File: src/lft_pkg.sv
`timescale 1ns / 1ps
`default_nettype none
// ----------------------------------------------------------------------------
// lft_pkg
// Shared types, token kinds and character decoders for the formula tokenizer.
// ----------------------------------------------------------------------------
package lft_pkg;

	localparam int QDEPTH = 4;

	localparam logic [7:0] CH_TAB = 8'h09;
	localparam logic [7:0] CH_NL  = 8'h0A;
	localparam logic [7:0] CH_CR  = 8'h0D;

	localparam logic [5:0] K_IDENT    = 6'd0;
	localparam logic [5:0] K_OR       = 6'd1;
	localparam logic [5:0] K_VAR      = 6'd2;
	localparam logic [5:0] K_EX1      = 6'd3;
	localparam logic [5:0] K_AT1      = 6'd4;
	localparam logic [5:0] K_TRUE     = 6'd5;
	localparam logic [5:0] K_FALSE    = 6'd6;
	localparam logic [5:0] K_INIT     = 6'd7;
	localparam logic [5:0] K_INF      = 6'd8;
	localparam logic [5:0] K_TYPE     = 6'd9;
	localparam logic [5:0] K_NUMBER   = 6'd10;
	localparam logic [5:0] K_FLOAT    = 6'd11;
	localparam logic [5:0] K_VARIABLE = 6'd12;
	localparam logic [5:0] K_IMPLIES  = 6'd13;
	localparam logic [5:0] K_DIAMOND  = 6'd14;
	localparam logic [5:0] K_NOT      = 6'd15;
	localparam logic [5:0] K_LBRACKET = 6'd16;
	localparam logic [5:0] K_RBRACKET = 6'd17;
	localparam logic [5:0] K_LBRACE   = 6'd18;
	localparam logic [5:0] K_RBRACE   = 6'd19;
	localparam logic [5:0] K_STAR     = 6'd20;
	localparam logic [5:0] K_LPAREN   = 6'd21;
	localparam logic [5:0] K_RPAREN   = 6'd22;
	localparam logic [5:0] K_AND      = 6'd23;
	localparam logic [5:0] K_COMMA    = 6'd24;
	localparam logic [5:0] K_COLON    = 6'd25;
	localparam logic [5:0] K_SEMI     = 6'd26;
	localparam logic [5:0] K_AT       = 6'd27;
	localparam logic [5:0] K_EQUALS   = 6'd28;
	localparam logic [5:0] K_LESS     = 6'd29;
	localparam logic [5:0] K_GREATER  = 6'd30;
	localparam logic [5:0] K_ENDLINE  = 6'd31;
	localparam logic [5:0] K_UNKNOWN  = 6'd32;

	typedef enum logic [7:0] {
		MODE_IDLE     = 8'b0000_0001,
		MODE_IDENT    = 8'b0000_0010,
		MODE_NUMBER   = 8'b0000_0100,
		MODE_VARIABLE = 8'b0000_1000,
		MODE_COMMENT  = 8'b0001_0000,
		MODE_MINUS    = 8'b0010_0000,
		MODE_EQUAL    = 8'b0100_0000,
		MODE_LESS     = 8'b1000_0000
	} scan_mode_t;

	typedef struct packed {
		logic [5:0]  kind;
		logic [15:0] line;
		logic [15:0] column;
		logic [15:0] length;
	} token_t;

	typedef struct packed {
		logic   two;
		token_t tok0;
		token_t tok1;
	} bundle_t;

	function automatic logic is_alpha(input logic [7:0] c);
		return (c >= "A" && c <= "Z") || (c >= "a" && c <= "z") || c == "_";
	endfunction

	function automatic logic is_digit(input logic [7:0] c);
		return c >= "0" && c <= "9";
	endfunction

	// only the first five characters are kept; the count decides the match
	function automatic logic [5:0] keyword_kind(input logic [39:0] pre, input logic [15:0] cnt);
		logic [5:0] k;
		k = K_IDENT;
		if (cnt == 16'd1 && pre == 40'("v"))     k = K_OR;
		if (cnt == 16'd3 && pre == 40'("var"))   k = K_VAR;
		if (cnt == 16'd3 && pre == 40'("ex1"))   k = K_EX1;
		if (cnt == 16'd3 && pre == 40'("at1"))   k = K_AT1;
		if (cnt == 16'd4 && pre == 40'("true"))  k = K_TRUE;
		if (cnt == 16'd5 && pre == 40'("false")) k = K_FALSE;
		if (cnt == 16'd4 && pre == 40'("init"))  k = K_INIT;
		if (cnt == 16'd3 && pre == 40'("inf"))   k = K_INF;
		if (cnt == 16'd4 && pre == 40'("type"))  k = K_TYPE;
		return k;
	endfunction

	function automatic logic [5:0] symbol_kind(input logic [7:0] c);
		logic [5:0] k;
		unique case (c)
			"!", "~": k = K_NOT;
			"[":      k = K_LBRACKET;
			"]":      k = K_RBRACKET;
			"{":      k = K_LBRACE;
			"}":      k = K_RBRACE;
			"*":      k = K_STAR;
			"(":      k = K_LPAREN;
			")":      k = K_RPAREN;
			"^", "&": k = K_AND;
			"|":      k = K_OR;
			",":      k = K_COMMA;
			":":      k = K_COLON;
			";":      k = K_SEMI;
			"@":      k = K_AT;
			">":      k = K_GREATER;
			default:  k = K_UNKNOWN;
		endcase
		return k;
	endfunction

endpackage
`default_nettype wire

File: src/lft_front.sv
`timescale 1ns / 1ps
`default_nettype none
// ----------------------------------------------------------------------------
// lft_front
// Scanner: takes one character per cycle while the queue has space, tracks
// position and pending token, and queues every token group a character causes.
// ----------------------------------------------------------------------------
module lft_front #(
	parameter int POSITION_WIDTH = 16
) (
	input  wire logic             clk,
	input  wire logic             arst_n,
	input  wire logic             in_valid,
	input  wire logic             space,
	input  wire logic [7:0]       char_code,
	input  wire logic             end_of_input,
	output logic                  push,
	output lft_pkg::bundle_t      bundle
);
	import lft_pkg::*;

	localparam int PW = POSITION_WIDTH;

	scan_mode_t    mode_q, mode_d;
	logic [PW-1:0] line_q, line_d, col_q, col_d, sl_q, sl_d, sc_q, sc_d;
	logic [15:0]   cnt_q, cnt_d;
	logic [39:0]   pre_q, pre_d;
	logic          dot_q, dot_d;

	logic          in_fire, pend_has, pend_v, new_v, cont, op2;
	logic [PW-1:0] col_inc;
	logic [15:0]   cnt_inc;
	token_t        pend_tok, new_tok;

	function automatic logic [15:0] clamp_pos(input logic [PW-1:0] v);
		logic [32:0] e;
		e = 33'(v);
		return (e > 33'h0_FFFF) ? 16'hFFFF : e[15:0];
	endfunction

	function automatic logic [PW-1:0] sat_inc(input logic [PW-1:0] v);
		return (v == {PW{1'b1}}) ? v : v + PW'(1);
	endfunction

	assign in_fire = in_valid && space;
	assign col_inc = sat_inc(col_q);
	assign cnt_inc = (cnt_q == 16'hFFFF) ? cnt_q : cnt_q + 16'd1;

	always_comb begin
		pend_has = 1'b1;
		pend_tok.line   = clamp_pos(sl_q);
		pend_tok.column = clamp_pos(sc_q);
		pend_tok.length = cnt_q;
		unique case (mode_q)
			MODE_IDENT:    pend_tok.kind = keyword_kind(pre_q, cnt_q);
			MODE_NUMBER:   pend_tok.kind = dot_q ? K_FLOAT : K_NUMBER;
			MODE_VARIABLE: pend_tok.kind = K_VARIABLE;
			MODE_MINUS: begin
				pend_tok.kind   = K_UNKNOWN;
				pend_tok.length = 16'd1;
			end
			MODE_EQUAL: begin
				pend_tok.kind   = K_EQUALS;
				pend_tok.length = 16'd1;
			end
			MODE_LESS: begin
				pend_tok.kind   = K_LESS;
				pend_tok.length = 16'd1;
			end
			default: begin
				pend_has      = 1'b0;
				pend_tok.kind = K_IDENT;
			end
		endcase
	end

	always_comb begin
		mode_d  = mode_q;
		line_d  = line_q;
		col_d   = col_q;
		sl_d    = sl_q;
		sc_d    = sc_q;
		cnt_d   = cnt_q;
		pre_d   = pre_q;
		dot_d   = dot_q;
		pend_v  = 1'b0;
		new_v   = 1'b0;
		cont    = 1'b0;
		op2     = 1'b0;
		new_tok.kind   = symbol_kind(char_code);
		new_tok.line   = clamp_pos(line_q);
		new_tok.column = clamp_pos(col_inc);
		new_tok.length = 16'd1;
		if (in_fire) begin
			if (end_of_input) begin
				pend_v = pend_has;
				mode_d = MODE_IDLE;
				line_d = PW'(1);
				col_d  = '0;
				sl_d   = '0;
				sc_d   = '0;
				cnt_d  = '0;
				pre_d  = '0;
				dot_d  = 1'b0;
			end else begin
				col_d = col_inc;
				unique case (mode_q)
					MODE_IDENT: begin
						if (is_alpha(char_code) || is_digit(char_code) || char_code == "-") begin
							cont = 1'b1;
							if (cnt_q < 16'd5) pre_d = {pre_q[31:0], char_code};
							cnt_d = cnt_inc;
						end
					end
					MODE_NUMBER: begin
						if (is_digit(char_code) || char_code == ".") begin
							cont  = 1'b1;
							dot_d = dot_q || (char_code == ".");
							cnt_d = cnt_inc;
						end
					end
					MODE_VARIABLE: begin
						if (is_alpha(char_code) || is_digit(char_code)) begin
							cont  = 1'b1;
							cnt_d = cnt_inc;
						end
					end
					MODE_COMMENT: begin
						cont = (char_code != CH_NL);
					end
					MODE_MINUS, MODE_EQUAL, MODE_LESS: begin
						op2 = (char_code == ">");
					end
					default: ;
				endcase
				if (op2) begin
					new_v          = 1'b1;
					new_tok.kind   = (mode_q == MODE_LESS) ? K_DIAMOND : K_IMPLIES;
					new_tok.line   = clamp_pos(sl_q);
					new_tok.column = clamp_pos(sc_q);
					new_tok.length = 16'd2;
					mode_d         = MODE_IDLE;
				end else if (!cont) begin
					pend_v = pend_has;
					mode_d = MODE_IDLE;
					if (is_alpha(char_code)) begin
						mode_d = MODE_IDENT;
						sl_d   = line_q;
						sc_d   = col_inc;
						cnt_d  = 16'd1;
						pre_d  = 40'(char_code);
					end else if (is_digit(char_code) || char_code == ".") begin
						mode_d = MODE_NUMBER;
						sl_d   = line_q;
						sc_d   = col_inc;
						cnt_d  = 16'd1;
						dot_d  = (char_code == ".");
					end else if (char_code == "?" || char_code == "-" ||
							char_code == "=" || char_code == "<") begin
						sl_d  = line_q;
						sc_d  = col_inc;
						cnt_d = (char_code == "?") ? 16'd0 : 16'd1;
						if (char_code == "?")      mode_d = MODE_VARIABLE;
						else if (char_code == "-") mode_d = MODE_MINUS;
						else if (char_code == "=") mode_d = MODE_EQUAL;
						else                       mode_d = MODE_LESS;
					end else if (char_code == "#") begin
						mode_d = MODE_COMMENT;
					end else if (char_code == " " || char_code == CH_TAB ||
							char_code == CH_CR) begin
						mode_d = MODE_IDLE;
					end else if (char_code == CH_NL) begin
						new_v        = 1'b1;
						new_tok.kind = K_ENDLINE;
						line_d       = sat_inc(line_q);
						col_d        = '0;
					end else begin
						new_v = 1'b1;
					end
				end
			end
		end
	end

	assign push        = pend_v || new_v;
	assign bundle.two  = pend_v && new_v;
	assign bundle.tok0 = pend_v ? pend_tok : new_tok;
	assign bundle.tok1 = new_tok;

	always_ff @(posedge clk or negedge arst_n) begin
		if (!arst_n) begin
			mode_q <= MODE_IDLE;
			line_q <= PW'(1);
			col_q  <= '0;
			sl_q   <= '0;
			sc_q   <= '0;
			cnt_q  <= '0;
			pre_q  <= '0;
			dot_q  <= 1'b0;
		end else begin
			mode_q <= mode_d;
			line_q <= line_d;
			col_q  <= col_d;
			sl_q   <= sl_d;
			sc_q   <= sc_d;
			cnt_q  <= cnt_d;
			pre_q  <= pre_d;
			dot_q  <= dot_d;
		end
	end

	a_eoi_resets: assert property (@(posedge clk) disable iff (!arst_n)
		in_fire && end_of_input |=> mode_q == MODE_IDLE && line_q == PW'(1) && col_q == '0)
		else $error("stream end did not restore scanner state");

	a_op2_no_pending: assert property (@(posedge clk) disable iff (!arst_n)
		op2 |-> !pend_v && push && !bundle.two)
		else $error("two-character operator with extra token");

	a_comment_silent: assert property (@(posedge clk) disable iff (!arst_n)
		in_fire && !end_of_input && mode_q == MODE_COMMENT && char_code != CH_NL |-> !push)
		else $error("comment produced a token");

endmodule
`default_nettype wire

File: src/lft_queue.sv
`timescale 1ns / 1ps
`default_nettype none
// ----------------------------------------------------------------------------
// lft_queue
// Short FIFO of token groups between scanner and output stage.
// ----------------------------------------------------------------------------
module lft_queue (
	input  wire logic             clk,
	input  wire logic             arst_n,
	input  wire logic             push,
	input  wire lft_pkg::bundle_t wdata,
	output logic                  space,
	input  wire logic             pop,
	output logic                  nonempty,
	output lft_pkg::bundle_t      rdata
);
	import lft_pkg::*;

	localparam int PTRW = $clog2(QDEPTH);

	bundle_t         mem_q [QDEPTH];
	logic [PTRW-1:0] wr_q, rd_q;
	logic [PTRW:0]   cnt_q;

	assign space    = cnt_q != (PTRW+1)'(QDEPTH);
	assign nonempty = cnt_q != '0;
	assign rdata    = mem_q[rd_q];

	always_ff @(posedge clk) begin
		if (push) mem_q[wr_q] <= wdata;
	end

	always_ff @(posedge clk or negedge arst_n) begin
		if (!arst_n) begin
			wr_q  <= '0;
			rd_q  <= '0;
			cnt_q <= '0;
		end else begin
			if (push) wr_q <= wr_q + PTRW'(1);
			if (pop)  rd_q <= rd_q + PTRW'(1);
			if (push && !pop)      cnt_q <= cnt_q + (PTRW+1)'(1);
			else if (pop && !push) cnt_q <= cnt_q - (PTRW+1)'(1);
		end
	end

	a_no_overflow: assert property (@(posedge clk) disable iff (!arst_n)
		push |-> space)
		else $error("request written into full queue");

	a_no_underflow: assert property (@(posedge clk) disable iff (!arst_n)
		pop |-> nonempty)
		else $error("request read from empty queue");

	a_count_bound: assert property (@(posedge clk) disable iff (!arst_n)
		cnt_q <= (PTRW+1)'(QDEPTH))
		else $error("queue count out of range");

endmodule
`default_nettype wire

File: src/lft_back.sv
`timescale 1ns / 1ps
`default_nettype none
// ----------------------------------------------------------------------------
// lft_back
// Output stage: unpacks token groups into single results and marks the last.
// ----------------------------------------------------------------------------
module lft_back (
	input  wire logic             clk,
	input  wire logic             arst_n,
	input  wire logic             nonempty,
	input  wire lft_pkg::bundle_t rdata,
	output logic                  pop,
	output logic                  out_valid,
	input  wire logic             out_ready,
	output lft_pkg::token_t       out_tok,
	output logic                  out_last
);
	import lft_pkg::*;

	logic   valid_q, last_q, sec_q;
	token_t tok_q, sec_tok_q;
	logic   load;

	assign load      = !valid_q || out_ready;
	assign pop       = load && !sec_q && nonempty;
	assign out_valid = valid_q;
	assign out_tok   = tok_q;
	assign out_last  = last_q;

	always_ff @(posedge clk) begin
		if (load && sec_q) begin
			tok_q <= sec_tok_q;
		end else if (pop) begin
			tok_q     <= rdata.tok0;
			sec_tok_q <= rdata.tok1;
		end
	end

	always_ff @(posedge clk or negedge arst_n) begin
		if (!arst_n) begin
			valid_q <= 1'b0;
			last_q  <= 1'b0;
			sec_q   <= 1'b0;
		end else if (load) begin
			if (sec_q) begin
				valid_q <= 1'b1;
				last_q  <= 1'b1;
				sec_q   <= 1'b0;
			end else begin
				valid_q <= nonempty;
				last_q  <= !rdata.two;
				sec_q   <= nonempty && rdata.two;
			end
		end
	end

	a_sec_behind_first: assert property (@(posedge clk) disable iff (!arst_n)
		sec_q |-> valid_q && !last_q)
		else $error("second token held without a first one shown");

	a_no_pop_while_sec: assert property (@(posedge clk) disable iff (!arst_n)
		sec_q |-> !pop)
		else $error("new request taken before second token sent");

	a_sec_follows: assert property (@(posedge clk) disable iff (!arst_n)
		sec_q && out_ready |=> valid_q && last_q)
		else $error("second token not presented after first");

endmodule
`default_nettype wire

File: src/logic_formula_tokenizer_top.sv
`timescale 1ns / 1ps
`default_nettype none
// ----------------------------------------------------------------------------
// logic_formula_tokenizer_top
// Character-stream tokenizer for logic formulas: scanner, token queue, output.
// ----------------------------------------------------------------------------
// Path: the first token of a character goes through the group queue to the
//   output register; a second token follows from the second-token register.
// Throughput: one character per cycle while in_ready; one token out per cycle
//   while out_ready; the 4-entry group queue absorbs two-token characters.
// Reset: arst_n clears scanner state to line 1, column 0, and empties queue
//   and output stage; end_of_input does the same to the scanner in-band.
// ----------------------------------------------------------------------------
module logic_formula_tokenizer_top #(
	parameter int POSITION_WIDTH = 16
) (
	input  wire logic        clk,
	input  wire logic        arst_n,
	input  wire logic        in_valid,
	output logic             in_ready,
	input  wire logic [7:0]  char_code,
	input  wire logic        end_of_input,
	output logic             out_valid,
	input  wire logic        out_ready,
	output logic [5:0]       token_kind,
	output logic [15:0]      start_line,
	output logic [15:0]      start_column,
	output logic [15:0]      token_length,
	output logic             last
);
	import lft_pkg::*;

	logic    space, push, pop, nonempty;
	bundle_t wbundle, rbundle;
	token_t  tok;

	lft_front #(.POSITION_WIDTH(POSITION_WIDTH)) u_front (
		.clk          (clk),
		.arst_n       (arst_n),
		.in_valid     (in_valid),
		.space        (space),
		.char_code    (char_code),
		.end_of_input (end_of_input),
		.push         (push),
		.bundle       (wbundle)
	);

	lft_queue u_queue (
		.clk      (clk),
		.arst_n   (arst_n),
		.push     (push),
		.wdata    (wbundle),
		.space    (space),
		.pop      (pop),
		.nonempty (nonempty),
		.rdata    (rbundle)
	);

	lft_back u_back (
		.clk       (clk),
		.arst_n    (arst_n),
		.nonempty  (nonempty),
		.rdata     (rbundle),
		.pop       (pop),
		.out_valid (out_valid),
		.out_ready (out_ready),
		.out_tok   (tok),
		.out_last  (last)
	);

	assign in_ready     = space;
	assign token_kind   = tok.kind;
	assign start_line   = tok.line;
	assign start_column = tok.column;
	assign token_length = tok.length;

endmodule
`default_nettype wire

File: config.mk
export PLATFORM = sky130hd
export DESIGN_NAME = logic_formula_tokenizer_top
export DESIGN_NICKNAME = d
export VERILOG_FILES = /design/src/lft_pkg.sv /design/src/lft_front.sv /design/src/lft_queue.sv /design/src/lft_back.sv /design/src/logic_formula_tokenizer_top.sv
export SDC_FILE = /design/constraint.sdc
export NUM_CORES = 1
export LEC_CHECK = 0
export BUFFER_PORTS_ARGS = -buffer_cell sky130_fd_sc_hd__buf_4
export CAP_MARGIN = 15
export CORE_UTILIZATION = 32
export CTS_BUF_LIST = sky130_fd_sc_hd__clkbuf_16
export DETAILED_ROUTE_END_ITERATION = 8
export PLACE_DENSITY_LB_ADDON = 0.05
export SLEW_MARGIN = 20
export SYNTH_ARGS = -nofsm -noshare
export SYNTH_HDL_FRONTEND = slang
export SYNTH_HIERARCHICAL = 1
export SYNTH_SLANG_ARGS = --single-unit
export TNS_END_PERCENT = 50
File: constraint.sdc
create_clock -name clk -period 14.6 [get_ports clk]
set_clock_uncertainty 0.1 [all_clocks]
set_input_delay 1.46 -clock clk [delete_from_list [all_inputs] [get_ports clk]]
set_output_delay 1.46 -clock clk [all_outputs]
set_load 0.05 [all_outputs]
After elaboration in Yosys (flattened, before gate mapping)
Memory sizes are Yosys's and may differ from the RTL's.
Index checks and enable logic that the tools add are counted.
W data, S select, Z words.
- $add $sub $neg: 7
- order comparisons: 7
- equality and inequality tests: 62
- mux-type cells: 126
- bitwise logic cells: 1
- reductions and logical operators: 51
- operators by type and width (operator ; count):
    $mux W16 ; 43
    $mux W40 ; 7
    $mux W54 ; 5
    $eq A40 B23 Y1 const B ; 4
    $eq A8 B6 Y1 const B ; 17
    $eq A40 B31 Y1 const B ; 3
    $pmux W6 S15 ; 1
    $eq A8 B7 Y1 const B ; 10
    $mux W8 ; 9
    $add A16 B1 Y16 const B ; 3
    $eq A16 B16 Y1 const B ; 3
    $mux W48 ; 1
    $mux W6 ; 8
    $pmux W16 S3 ; 1
    $eq A40 B39 Y1 const B ; 1
    $eq A40 B7 Y1 const B ; 1
    $mux W1 ; 37
    $pmux W6 S6 ; 1
    $eq A16 B3 Y1 const B ; 2
    $eq A8 B4 Y1 const B ; 4
    $logic_and A1 B1 Y1 ; 20
    $mux W3 ; 6
    $eq A16 B1 Y1 const B ; 1
    $eq A16 B2 Y1 const B ; 1
    other kinds (31) ; 65
- register bits: 247
- memory bits (writable): 436
- bits of input ports: 13
- logic and storage cells: 277
- memories kept: 1
- memory list (name ; depth ; bits a word ; rd ports ; clocked after memory_dff ; wr ports ; RTL line ; text):
    u_queue.mem_q ; 4 ; 109 ; 1 ; 0 ; 1 ; lft_queue.sv:21 ; bundle_t mem_q [QDEPTH];

Depth between registers and ports, before layout
Gate-level depths: netlist of run 1.
- word-level depth: 19
- depth in mapped cells: 17

Cells and area by module
The synthesis of run 1 kept the hierarchy.
- by module, submodules not included (module ; instances ; cells an instance ; area an instance (µm²) ; seq. area each (µm²)):
    lft_queue ; 1 ; 604 ; 16115.5 ; 13267.7
    lft_front ; 1 ; 1040 ; 8798.4 ; 3230.6
    lft_back ; 1 ; 182 ; 4250.3 ; 3318.2

Worst setup path after synthesis of run 1
OpenSTA, ideal clock, no wires.
- path type: input port to flip-flop
- start point: input char_code[4]
- end point: memory u_queue/mem_q[0][0] (netlist name) (enable)
- library setup time: 0.481 ns
- data arrival time: 5.973 ns
- setup slack: 8.046 ns
- stages: 10
- path buffers: 2
- cell sequence: buf_6 > or4_1 > a21oi_1 > nand2b_1 > buf_4 > a31oi_4 > nor3_1 > nand4_1 > nand2_1 > and2_1
- word-level cells in the longest chain between the ends: 17
- RTL lines (what ; RTL line ; text):
    start: declaration ; logic_formula_tokenizer_top.sv:21 ; input wire logic [7:0] char_code,
    $ge A8 B7 Y1 / $le A8 B7 Y1 (equally long branches) ; lft_pkg.sv:74 ; return (c >= "A" && c <= "Z") || (c >= "a" && c <= "z") || c == "_";
    $logic_and A1 B1 Y1 ; lft_pkg.sv:74 ;
    $logic_or A1 B1 Y1 (2 in a row) ; lft_pkg.sv:74 ;
    $logic_or A1 B1 Y1 ; lft_front.sv:109, lft_front.sv:123 ;
    $logic_or A1 B1 Y1 ; lft_front.sv:109 ; if (is_alpha(char_code) || is_digit(char_code) || char_code == "-") begin
    $mux W1 ; lft_front.sv:109 ;
    $pmux W1 S4 ; lft_front.sv:107 ; unique case (mode_q)
    $mux W1 ; lft_front.sv:95 ; if (end_of_input) begin
    $mux W1 ; lft_front.sv:94 ; if (in_fire) begin
    $mux W1 ; lft_front.sv:143 ; end else if (!cont) begin
    $mux W1 ; lft_front.sv:136 ; if (op2) begin
    $mux W1 ; lft_front.sv:95 ;
    $mux W1 ; lft_front.sv:94 ;
    $logic_or A1 B1 Y1 * ; lft_front.sv:185 ; assign push = pend_v || new_v;
    net push ; logic_formula_tokenizer_top.sv:33 ; logic space, push, pop, nonempty;
    $mux W1 * ; lft_queue.sv:30 ; if (push) mem_q[wr_q] <= wdata;
    $mux W1 (implied by the code) * ; lft_queue.sv:30 ;
    end: declaration ; lft_queue.sv:21 ;
Mark *: on every way through the listed nets, which the timed path passes. The rest lies on a longest branch. The select of a mux whose other input is x is not followed.

Worst setup path after layout of run 1
- start point: input char_code[4]
- end point: memory u_queue/mem_q[0][26] (netlist name) (enable)
Same word-level chain as after synthesis.

==> results of run 1 <==
==> layout make-up <==
class / instances / area, um^2 / share of cell area
clock inverters: 69 / 676 / 0.0202
clock buffers: 79 / 1980 / 0.0591
repair buffers: 94 / 722 / 0.0216
flip-flops and latches: 683 / 19800 / 0.593
well taps: 1176 / 1470 / 0.0440
inverters: 26 / 97.6 / 0.00292
multi-input cells: 1019 / 8660 / 0.259
==> stage by stage <==
step	setup WS, ps	cell area (um^2)	std cells	hold WS, ps
finish	8660	33400	3146	392
global route	8310	33400	3146	412
CTS	8580	33400	3146	390
detailed placement	7910	30800	2998	381
global placement	8020	30800	2998	376
floorplan	8050	29200	1839	355
==> power groups by stage <==
stage	combinational, mW	clock [mW]	sequential, mW
after global routing	1.70	2.14	2.72
after global placement	1.63	0	2.72
after floorplan	0.934	0	2.92
after detailed placement	1.63	0	2.73
after CTS	1.63	2.07	2.69
final	1.57	2.00	2.68
==> cell usage in the layout (no fill, tap or decap), types with 8 or more instances in the layout <==
master	count
sky130_fd_sc_hd__a21oi_1	33
sky130_fd_sc_hd__a22o_1	38
sky130_fd_sc_hd__a22oi_1	30
sky130_fd_sc_hd__a2bb2oi_1	10
sky130_fd_sc_hd__a31oi_1	18
sky130_fd_sc_hd__and2_1	18
sky130_fd_sc_hd__and3_1	13
sky130_fd_sc_hd__buf_4	92
sky130_fd_sc_hd__bufinv_16	10
sky130_fd_sc_hd__clkbuf_16	79
sky130_fd_sc_hd__clkinv_1	16
sky130_fd_sc_hd__clkinv_2	18
sky130_fd_sc_hd__conb_1	14
sky130_fd_sc_hd__dfrtp_1	135
sky130_fd_sc_hd__edfxtp_1	544
sky130_fd_sc_hd__ha_1	10
sky130_fd_sc_hd__inv_1	39
sky130_fd_sc_hd__mux2_2	18
sky130_fd_sc_hd__mux2_4	63
sky130_fd_sc_hd__mux4_2	109
sky130_fd_sc_hd__nand2_1	187
sky130_fd_sc_hd__nand3_1	29
sky130_fd_sc_hd__nand4_1	26
sky130_fd_sc_hd__nor2_1	64
sky130_fd_sc_hd__nor2b_1	8
sky130_fd_sc_hd__nor3_1	38
sky130_fd_sc_hd__nor4_1	15
sky130_fd_sc_hd__o21a_1	10
sky130_fd_sc_hd__o21ai_0	70
sky130_fd_sc_hd__o21ai_1	11
sky130_fd_sc_hd__o22a_1	9
sky130_fd_sc_hd__xnor2_1	15
sky130_fd_sc_hd__xor2_1	12
==> flip-flops by register name, summed over array words and instances (netlist names), 8 cells and up <==
signal            count
u_front/col_q        16
u_front/line_q       16
u_back/out_tok       54
u_front/mode_q        8
u_back/sec_tok_q     54
u_front/sl_q         16
u_queue/mem_q       436
u_front/pre_q        40
u_front/sc_q         16
u_front/cnt_q        16
==> worst register-to-register path, delay by kind of cell (launching register included) <==
family          cells  cell delay (ps)
simple gates        6             2060
buf+inv             2             1660
compound gates      1              490
flops               1              450
==> how the worst max path moves through the flow <==
stage | end | cells past startpoint
floorplan | u_queue/mem_q[0][0] | 10
global placement | u_queue/mem_q[0][20] | 11
detailed placement | u_queue/mem_q[0][74] | 11
CTS | u_queue/mem_q[0][26] | 11
global route | u_queue/mem_q[0][26] | 11
finish | u_queue/mem_q[0][26] | 11
==> metal layers <==
layer	GRT usage	up-vias	share of wire	wire length [um]
li1	-	7305	-	-
met1	0.218	8391	0.46	33700
met2	0.265	326	0.48	35400
met3	0.0253	99	0.037	2730
met4	0.0395	0	0.020	1440
met5	0	-	0	0
==> Yosys cell counts, drive strengths merged (4+ instances only) <==
cell | instances | area share
and2 | 25 | 0.0055
a2bb2oi | 10 | 0.0030
nor4b | 8 | 0.0029
nand2 | 191 | 0.025
mux2 | 82 | 0.040
and4b | 6 | 0.0021
a22oi | 30 | 0.0077
and3 | 14 | 0.0030
nand2b | 6 | 0.0015
nand3b | 5 | 0.0013
or3 | 6 | 0.0013
inv | 25 | 0.0032
a21oi | 34 | 0.0060
xnor2 | 15 | 0.0045
a32o | 4 | 0.0014
mux4 | 109 | 0.084
o22a | 9 | 0.0027
a21o | 9 | 0.0028
nand3 | 30 | 0.0053
and4 | 4 | 0.0012
nor4 | 15 | 0.0032
nor3 | 40 | 0.0072
xor2 | 12 | 0.0036
o211ai | 4 | 0.0010
and3b | 5 | 0.0015
nand4 | 26 | 0.0056
a31oi | 21 | 0.0055
nand4b | 4 | 0.0012
or4 | 5 | 0.0013
nor2b | 8 | 0.0017
buf | 64 | 0.017
o21ai | 81 | 0.014
ha | 10 | 0.0043
edfxtp | 544 | 0.56
o21a | 10 | 0.0026
clkbuf | 47 | 0.0061
dfrtp | 137 | 0.12
a22o | 38 | 0.011
nor2 | 67 | 0.0087
==> cells by family after synthesis <==
group                    synth area share
multiplexers                        0.125
other                            0.000129
AND/OR/NAND/NOR                    0.0837
buffers and inverters              0.0268
flip-flops                          0.679
XOR/XNOR                          0.00811
adder cells (fa/ha/maj)           0.00498
AO/OA/AOI/OAI                      0.0719
==> out/metrics.sh, run 1 <==
STATUS='complete, no violations'
FINAL.SETUP.TNS_PS=0
ANTENNA_FOUND_INITIAL=1
SYNTH_SEQUENTIAL_AREA_RATIO=0.679
TIMING_WORST_SETUP_PATH_TYPE='input port to flip-flop'
NET-SWITCHING-POWER_mW=1.93
CTS.REPAIR_TIMING.SETUP_BUFFER_COUNT=0
YOSYS_WARNINGS=6
CTS_TREE='yes'
WORSTSKEWPAIRLATENCY_PS=620
MOST_FREQUENT_CP_CELL='sky130_fd_sc_hd__buf_4'
WORSTPATHMAXFANOUT=58
REMAINING_DRC_ERRORS=0
GRT_PASS1_WL_UM=111000
CHIPWIDTH_UM=304
VIA_COUNT=16100
CLOCK_POWER_SHARE=0.320
FIRST_GLOBAL_VIAS=16900
SYN-INSTANCE-COUNT=1826
TIMING.HOLD.WORST.CLASS='flip-flop to flip-flop'
CRIT_PATH_END_KIND='flip-flop'
FP.DIEAREA_MM2=0.0923
CLK_PIN_SLEW_WORST_PATHS_PS=60
WORST-ENDPOINT-REQUIRED_PS=14740
POSTLAYOUTCOREUTIL=0.371
CP_NUM_BUF_INV=3
TIMING.FINAL.HOLD_VIOLATIONS=0
REGTOREGSETUPSLACK_PS=9430
CTS_NUM_SINKS=683
POSTSYNTH.TOPFLOPCELL='sky130_fd_sc_hd__edfxtp_1'
DRT-TOTAL-WL_UM=73300
SWITCHING_SHARE=0.309
PERIOD_NEEDED_PS=5940
DRIVE_GT1_FRAC=0.223
TRITONCTS.NUM_BUFFERS=79
ASYNCSETRESETFLOPFRACSYNTH=0.204
START_KIND='input port'
LARGEST_NET_DEGREE_AT_THE_START_OF_GLOBAL_ROUTING=91
WORSTHOLDENDPOINT='u_queue/cnt_q[2]'
POST_CTS_RESIZE_COUNT=0
FINALSETUPVIOLCOUNT=0
MAX-CAP-VIOLATIONS=0
NUM-FILL-CELLS=8406
YOSYS.CELL_TYPES.COUNT=98
WORST_PATH_MAX_DELAY_CELL='sky130_fd_sc_hd__buf_4'
PATH_CELLS='buf_4 > or4_1 > a21oi_1 > nand2b_1 > a31oi_4 > nor3_1 > nand4_1 > nand2_1 > and2_4 > buf_4 > buf_4'
HOLD_PATH_DEPTH=1
REGTOREGSTARTPOINT='u_front/mode_q[1]'
CELL_COUNT_OF_THE_WORST_REG_TO_REG_PATH=9
GRT_SETUP_UNREPAIRED='false'
CELLLEAKAGEPOWER_nW=12.1
SYN_AREA_CELL_UM2=16.0
GRT_UTIL_ALL_LAYERS=0.160
MAX_FREQ_MHz=168
FINALCRITPERIODSHARE=0.407
PIN_COUNT=70
SYN_TO_LAYOUT_AREA_DELTA_PCT=14.6
STARTPOINT='char_code[4]'
WORST_VOLTAGE_DROP_ACROSS_THE_VDD_GRID_uV=118
ANTENNA_VIOLATING_NETS_REMAINING=0
PLACE.GP.CONGESTION=0.827
ROOT_CELL_OF_THE_CLOCK_TREE='sky130_fd_sc_hd__clkbuf_16'
INITIAL_UTILIZATION=0.324
POWER_mW=6.25
SEQ_POWER_SHARE=0.429
PLACEMENTROWS=110
NUMBER_OF_SYNTHESIZED_REGISTER_BITS=683
RR_ENDPOINT='u_queue/mem_q[0][26]'
PORT_BUFFERS=69
INSERTEDDIODECOUNT=0
DESIGN.CORE.AREA_MM2=0.0901
DRT-WIRELENGTH-PER-CELL_UM=23.3
POWER_REPORT.INTERNAL_TOTAL_mW=4.32
HPWL_UM=43800
SYNTH_EDF_COUNT=544
CTSLONGESTPATHBUFFERS=3
DRT_FIRST_ITER_VIOLATIONS=1169
NNETSFINAL=1927
ROUTED_VIA_DENSITY=5.12
SLEW_HEADROOM=0.308
TIMING.CRITICAL_PATH.SLOWEST_CELL_DELAY_PS=860
TIMING.CRITICAL_PATH.ARRIVAL_PS=6070
DIE_H_UM=304
NUMBER_OF_BUFFERS_INSERTED_FOR_HOLD_REPAIR_AFTER_CLOCK_TREE_SYNTHESIS=0
CRIT_FAMILY='simple AND/OR/NAND/NOR gates'
SYNTH_AREA_MM2=0.0292
CLOCK_TREE.HTREE_LEVEL_COUNT=3
TIGHTEST_SLEW_PS=1040
COMB_PWR_SHARE=0.251
REPORT.FINAL.SLEW_VIOL_COUNT=0
POWER_DENSITY_mW_PER_MM2=187
FIRSTDRTPASSITERS=5
HOLDCRITSTARTPOINT='u_queue/cnt_q[2]'
GRT.OVERFLOW.TOTAL=0
No activity file was read; power rests on OpenSTA's default activity.
==> inputs of run 2 (changes only) <==
- clock period: 14.6 -> 5.2 ns (I/O delays scaled with it)
==> run 2 against run 1 <==
Against the previous run: routed wire length fell by 0.11%; flip-flop and latch count stayed put; combinational power rose to 2.8 times the previous value; sequential share of layout area is 0.49 points lower; cell count rose by 0.54%; design area rose by 0.83%; worst hold slack lost 220 ps; die area unchanged; via count increased by 0.29%; critical endpoint is now u_queue/mem_q[1][77].
==> out/metrics.sh, run 2 (synthesis gave the netlist of run 1 again) <==
MAX_FREQ_MHz=268
MOSTFREQUENTLAYOUTCELL='sky130_fd_sc_hd__edfxtp_1'
TIMING_WORST_SETUP_PATH_TYPE='flip-flop to flip-flop'
DRT-TOTAL-WL_UM=73200
WORSTHOLDENDPOINT='u_back/out_last'
FINALSETUPVIOLCOUNT=0
INSTANCES_NO_FILL=3163
MOST-COMMON-LAYOUT-CELLS='sky130_fd_sc_hd__edfxtp_1 (544), sky130_fd_sc_hd__nand2_1 (187), sky130_fd_sc_hd__dfrtp_1 (135), sky130_fd_sc_hd__mux4_2 (109), sky130_fd_sc_hd__buf_4 (98)'
SYN_TO_LAYOUT_AREA_DELTA_PCT=15.6
CTS_NUM_SINKS=683
TIMING.CRITICAL_PATH.ARRIVAL_PS=4000
WORSTSKEWPAIRLATENCY_PS=620
ROUTED_VIA_DENSITY=5.11
VIA_COUNT=16200
PERIOD_NEEDED_PS=3740
TIGHTEST_SLEW_PS=1100
CTS_TREE='yes'
POST_CTS_RESIZE_COUNT=0
TIMING.FINAL.HOLD_VIOLATIONS=0
PLACEMENTROWS=110
CRIT_PATH_END_KIND='flip-flop'
START_KIND='flip-flop'
CELLLEAKAGEPOWER_nW=12.2
FIRSTDRTPASSITERS=5
INITIAL_UTILIZATION=0.324
NNETSFINAL=1943
DESIGN.CORE.AREA_MM2=0.0901
REMAINING_DRC_ERRORS=0
HOLDCRITSTARTPOINT='out_ready'
MAX_FLOP_REGISTER='u_queue/mem_q'
WORST_SETUP_SLACK_AFTER_LAYOUT_PS=1460
ANTENNA_FOUND_INITIAL=0
POWER_mW=17.7
WORST_VOLTAGE_DROP_ACROSS_THE_VDD_GRID_uV=259
ANTENNA_VIOLATING_NETS_REMAINING=0
RR_ENDPOINT='u_queue/mem_q[1][77]'
CTSLONGESTPATHBUFFERS=3
GRT_SETUP_UNREPAIRED='false'
CLOCK_TREE.HTREE_LEVEL_COUNT=3
SLEW_HEADROOM=0.255
WORST-ENDPOINT-REQUIRED_PS=5460
POWER_DENSITY_mW_PER_MM2=526
PLACE.GP.CONGESTION=0.822
DETAILEDPLACE.WORSTSLACK_PS=1050
MAX-CAP-VIOLATIONS=0
TRITONCTS.NUM_BUFFERS=81
CHIPWIDTH_UM=304
PIN_COUNT=70
REGTOREGSTARTPOINT='u_front/mode_q[5]'
NUM-FILL-CELLS=8402
FIN_HOLD_WS_PS=167
DIE_H_UM=304
FP.DIEAREA_MM2=0.0923
GRT_UTIL_ALL_LAYERS=0.160
PORT_BUFFERS=69
REGTOREGSETUPSLACK_PS=1460
GRT_PASS1_WL_UM=112000
HOLD_PATH_DEPTH=3
CLK_PIN_SLEW_WORST_PATHS_PS=60
CTS.REPAIR_TIMING.SETUP_BUFFER_COUNT=0
DRT-WIRELENGTH-PER-CELL_UM=23.1
POST-PLACE-CELLS=3011
DRIVE_GT1_FRAC=0.226
STATUS='complete, no violations'
REPORT.FINAL.SLEW_VIOL_COUNT=0
ROOT_CELL_OF_THE_CLOCK_TREE='sky130_fd_sc_hd__clkbuf_16'
LARGEST_NET_DEGREE_AT_THE_START_OF_GLOBAL_ROUTING=87
TIMING.HOLD.WORST.CLASS='input port to flip-flop'
GRT.OVERFLOW.TOTAL=0
STARTPOINT='u_front/mode_q[5]'
DRT_FIRST_ITER_VIOLATIONS=1000
CELL_COUNT_OF_THE_WORST_REG_TO_REG_PATH=7
FIRST_GLOBAL_VIAS=17000
HPWL_UM=44400
LARGEST_REGISTER_FFS=436
FINALCRITPERIODSHARE=0.719
WORSTPATHMAXFANOUT=13
-- run 2: cell count changes in the layout (fill, tap and decap cells not counted), sizes merged --
cell / change
buf: +13
dlygate4sd3: +1
clkinv: -2
bufinv: +2
clkbuf: +5
clkinvlp: -3
diode: +1
-- run 2: through the flow --
step / utilization / setup TNS [ps] / instance area (um^2)
final: 0.374 / 0 / 33700
after global routing: 0.374 / 0 / 33700
after global placement: 0.343 / 0 / 30900
after floorplan: - / -88300 / 29200
after detailed placement: 0.343 / 0 / 30900
after CTS: 0.374 / 0 / 33700
-- run 2: worst max-delay path by stage --
| stage | end | depth (start not counted) |
|---|---|---|
| global placement | u_queue/cnt_q[2] | 15 |
| CTS | u_queue/mem_q[1][77] | 7 |
| floorplan | u_queue/mem_q[3][0] | 10 |
| finish | u_queue/mem_q[1][77] | 7 |
| global route | u_queue/cnt_q[1] | 12 |
| detailed placement | u_queue/cnt_q[2] | 15 |
-- run 2: where the power goes --
part	total, mW	switching, mW	leakage, nW	internal [mW]
Sequential	7.53	0.478	7.01	7.05
Combinational	4.44	2.61	3.82	1.83
Clock	5.77	2.26	1.40	3.52
Total	17.7	5.34	12.2	12.4
-- run 2: timing repair --
item                                    4_1_cts  5_1_grt
hold endpoints to repair                     64        0
endpoints found under the setup margin        0        0
hold buffers                                  1        0
-- run 2: worst max-delay path: stages (launching register included) --
cell and delay, ps:
sky130_fd_sc_hd__dfrtp_1 440, sky130_fd_sc_hd__nor3_2 370, sky130_fd_sc_hd__and4b_1 370, sky130_fd_sc_hd__nand4_1 260, sky130_fd_sc_hd__a31o_1 440, sky130_fd_sc_hd__a21o_4 280
sky130_fd_sc_hd__a21oi_2 760, sky130_fd_sc_hd__mux2_2 470
-- run 2: layout make-up --
| type | instances | area [um^2] | area share |
|---|---|---|---|
| well taps | 1176 | 1470 | 0.0437 |
| clock inverters | 66 | 632 | 0.0187 |
| clock buffers | 84 | 2100 | 0.0624 |
| repair buffers | 108 | 917 | 0.0272 |
| diodes | 1 | 2.50 | 0.0000742 |
| flip-flops and latches | 683 | 19800 | 0.588 |
| inverters | 26 | 97.6 | 0.00290 |
| multi-input cells | 1019 | 8660 | 0.257 |
-- run 2: layer usage --
metal | track usage | share of wire | routed length, um | vias to the layer above
met5 | 0 | 0 | 0 | -
met4 | 0.0397 | 0.017 | 1280 | 0
met3 | 0.0280 | 0.037 | 2680 | 90
met2 | 0.270 | 0.49 | 36000 | 301
met1 | 0.214 | 0.45 | 33300 | 8400
li1 | - | - | - | 7377
==> inputs of run 3 (changes only) <==
- clock period: 5.2 -> 3 ns (I/O delays scaled with it)
==> run 3 against run 2 <==
Against the previous run: routed wire length increased by 0.76%; maximum frequency up 29%; die area unchanged; via count is 3.8% higher; sequential share of layout area fell by 3.0 points; utilization rose by 2.0 points; cell count increased by 5.3%; combinational power increased by 88%; register-to-register slack got worse by 1400 ps; sequential power is 73% higher; setup slack got worse by 1400 ps; critical endpoint is now u_queue/cnt_q[1].
==> out/metrics.sh, run 3 (synthesis gave the netlist of run 1 again) <==
FINALCRITPERIODSHARE=0.965
CELLLEAKAGEPOWER_nW=13.2
ANTENNA_FOUND_INITIAL=0
VIA_COUNT=16800
SLEW_HEADROOM=0.486
GRT.OVERFLOW.TOTAL=0
LARGEST_REGISTER_FFS=436
FIRST_GLOBAL_VIAS=17600
MAX_FREQ_MHz=345
HOLD_PATH_DEPTH=4
PIN_COUNT=70
INSERTEDDIODECOUNT=0
MOST-COMMON-LAYOUT-CELLS='sky130_fd_sc_hd__edfxtp_1 (544), sky130_fd_sc_hd__buf_4 (226), sky130_fd_sc_hd__nand2_1 (186), sky130_fd_sc_hd__dfrtp_1 (134), sky130_fd_sc_hd__mux4_2 (109)'
GRT_UTIL_ALL_LAYERS=0.162
DIE_H_UM=304
FINALSETUPVIOLCOUNT=0
INSTANCES_NO_FILL=3330
LARGEST_NET_DEGREE_AT_THE_START_OF_GLOBAL_ROUTING=58
FIN_HOLD_WS_PS=55.1
PERIOD_NEEDED_PS=2900
TIMING.FINAL.HOLD_VIOLATIONS=0
WORST_VOLTAGE_DROP_ACROSS_THE_VDD_GRID_uV=440
TIGHTEST_SLEW_PS=768
ANTENNA_VIOLATING_NETS_REMAINING=0
PLACEMENTROWS=110
DRT-WIRELENGTH-PER-CELL_UM=22.1
MAX-CAP-VIOLATIONS=0
DRT_FIRST_ITER_VIOLATIONS=1114
WORSTSKEWPAIRLATENCY_PS=630
START_KIND='flip-flop'
PLACE.GP.CONGESTION=0.790
CLOCK_TREE.HTREE_LEVEL_COUNT=3
CRIT_PATH_END_KIND='flip-flop'
WORST-ENDPOINT-REQUIRED_PS=3420
FIRSTDRTPASSITERS=5
REMAINING_DRC_ERRORS=0
FINAL.SETUP.TNS_PS=0
ROUTED_VIA_DENSITY=5.04
POWER_DENSITY_mW_PER_MM2=876
ROOT_CELL_OF_THE_CLOCK_TREE='sky130_fd_sc_hd__clkbuf_16'
DESIGN.CORE.AREA_MM2=0.0901
GRT_SETUP_UNREPAIRED='false'
FP.DIEAREA_MM2=0.0923
NNETSFINAL=2112
TIMING.CRITICAL_PATH.ARRIVAL_PS=3310
HPWL_UM=47900
INITIAL_UTILIZATION=0.324
CTS_NUM_SINKS=683
MAX_FLOP_REGISTER='u_queue/mem_q'
DRIVE_GT1_FRAC=0.296
CTSLONGESTPATHBUFFERS=3
POST-PLACE-CELLS=3175
REPORT.FINAL.SLEW_VIOL_COUNT=0
GRT_PASS1_WL_UM=113000
CELL_COUNT_OF_THE_WORST_REG_TO_REG_PATH=12
TIMING.HOLD.WORST.CLASS='input port to flip-flop'
CLK_PIN_SLEW_WORST_PATHS_PS=60
TIMING_WORST_SETUP_PATH_TYPE='flip-flop to flip-flop'
POST_DP_CELL_AREA_MM2=0.0327
STATUS='complete, no violations'
CTS_TREE='yes'
FINAL_AREA_MM2=0.0355
CHIPWIDTH_UM=304
POSTLAYOUTCOREUTIL=0.394
WORSTPATHMAXFANOUT=3
SYN_TO_LAYOUT_AREA_DELTA_PCT=21.8
PORT_BUFFERS=69
MOSTFREQUENTLAYOUTCELL='sky130_fd_sc_hd__edfxtp_1'
TRITONCTS.NUM_BUFFERS=81
DRT-TOTAL-WL_UM=73700
## run 3: cell types whose count changed in the layout (fill, tap and decap cells not counted), moves of 3 or more
cell / delta
sky130_fd_sc_hd__clkinv_1: -5
sky130_fd_sc_hd__or4_1: -3
sky130_fd_sc_hd__nor3_1: -3
sky130_fd_sc_hd__buf_4: +128
sky130_fd_sc_hd__clkinvlp_4: +3
sky130_fd_sc_hd__or4_4: +3
sky130_fd_sc_hd__bufinv_16: -3
sky130_fd_sc_hd__buf_12: +37
## run 3: timing repair
item / 4_1_cts / 5_1_grt
setup buffers: 0 / 3
endpoints found under the setup margin: 9 / 246
hold endpoints to repair: 58 / 0
pin swaps: 0 / 8
resized for setup: 3 / 19
hold buffers: 3 / 0
## run 3: per-layer routing
metal,vias up,GRT usage,part of all wire
li1,7701,-,-
met1,8652,0.219,0.46
met2,306,0.267,0.48
met3,116,0.0283,0.035
met4,0,0.0469,0.026
met5,-,0,0
## run 3: where the power goes
group	total (mW)	switching, mW	internal (mW)	leakage (nW)
Clock	9.82	3.94	5.89	1.37
Sequential	13.0	0.749	12.2	7.00
Combinational	8.34	4.70	3.64	4.85
## run 3: metrics by stage
stage	total power, mW	setup WS (ps)
floorplan	18.7	-424
global placement	21.7	-258
detailed placement	21.8	-210
CTS	31.8	9.11
global route	32.6	5.02
finish	31.1	104
## run 3: critical path: stages, from the launching register on
cell and delay [ps]:
sky130_fd_sc_hd__dfrtp_1 400, sky130_fd_sc_hd__or3b_2 480, sky130_fd_sc_hd__o21ai_0 130, sky130_fd_sc_hd__buf_4 190, sky130_fd_sc_hd__a31oi_4 80, sky130_fd_sc_hd__and2_4 180, sky130_fd_sc_hd__a21o_4 220, sky130_fd_sc_hd__nand2_8 90
sky130_fd_sc_hd__nand2_8 50, sky130_fd_sc_hd__ha_4 160, sky130_fd_sc_hd__inv_2 50, sky130_fd_sc_hd__fa_2 410, sky130_fd_sc_hd__mux2_2 260
## run 3: final timing paths
path	startpoint	end	slack, ps
setup reg to reg	u_front/mode_q[6]	u_queue/cnt_q[1]	100
min in group asynchronous	arst_n	u_front/col_q[6]	120
hold reg to reg	u_queue/cnt_q[2]	u_queue/cnt_q[2]	400
max in group asynchronous	arst_n	u_front/line_q[0]	1900
hold / removal	char_code[6]	u_front/mode_q[1]	60
setup / recovery	u_front/mode_q[6]	u_queue/cnt_q[1]	100
## run 3: area by class of cell
type                       instances  area (um^2)
fill                            8283        54600
sequential                       683        19800
multi-input combinational       1019         8790
timing repair buffer             277         2680
clock buffer                      85         2130
tap                             1176         1470
clock inverter                    64          536
inverter                          26         97.6
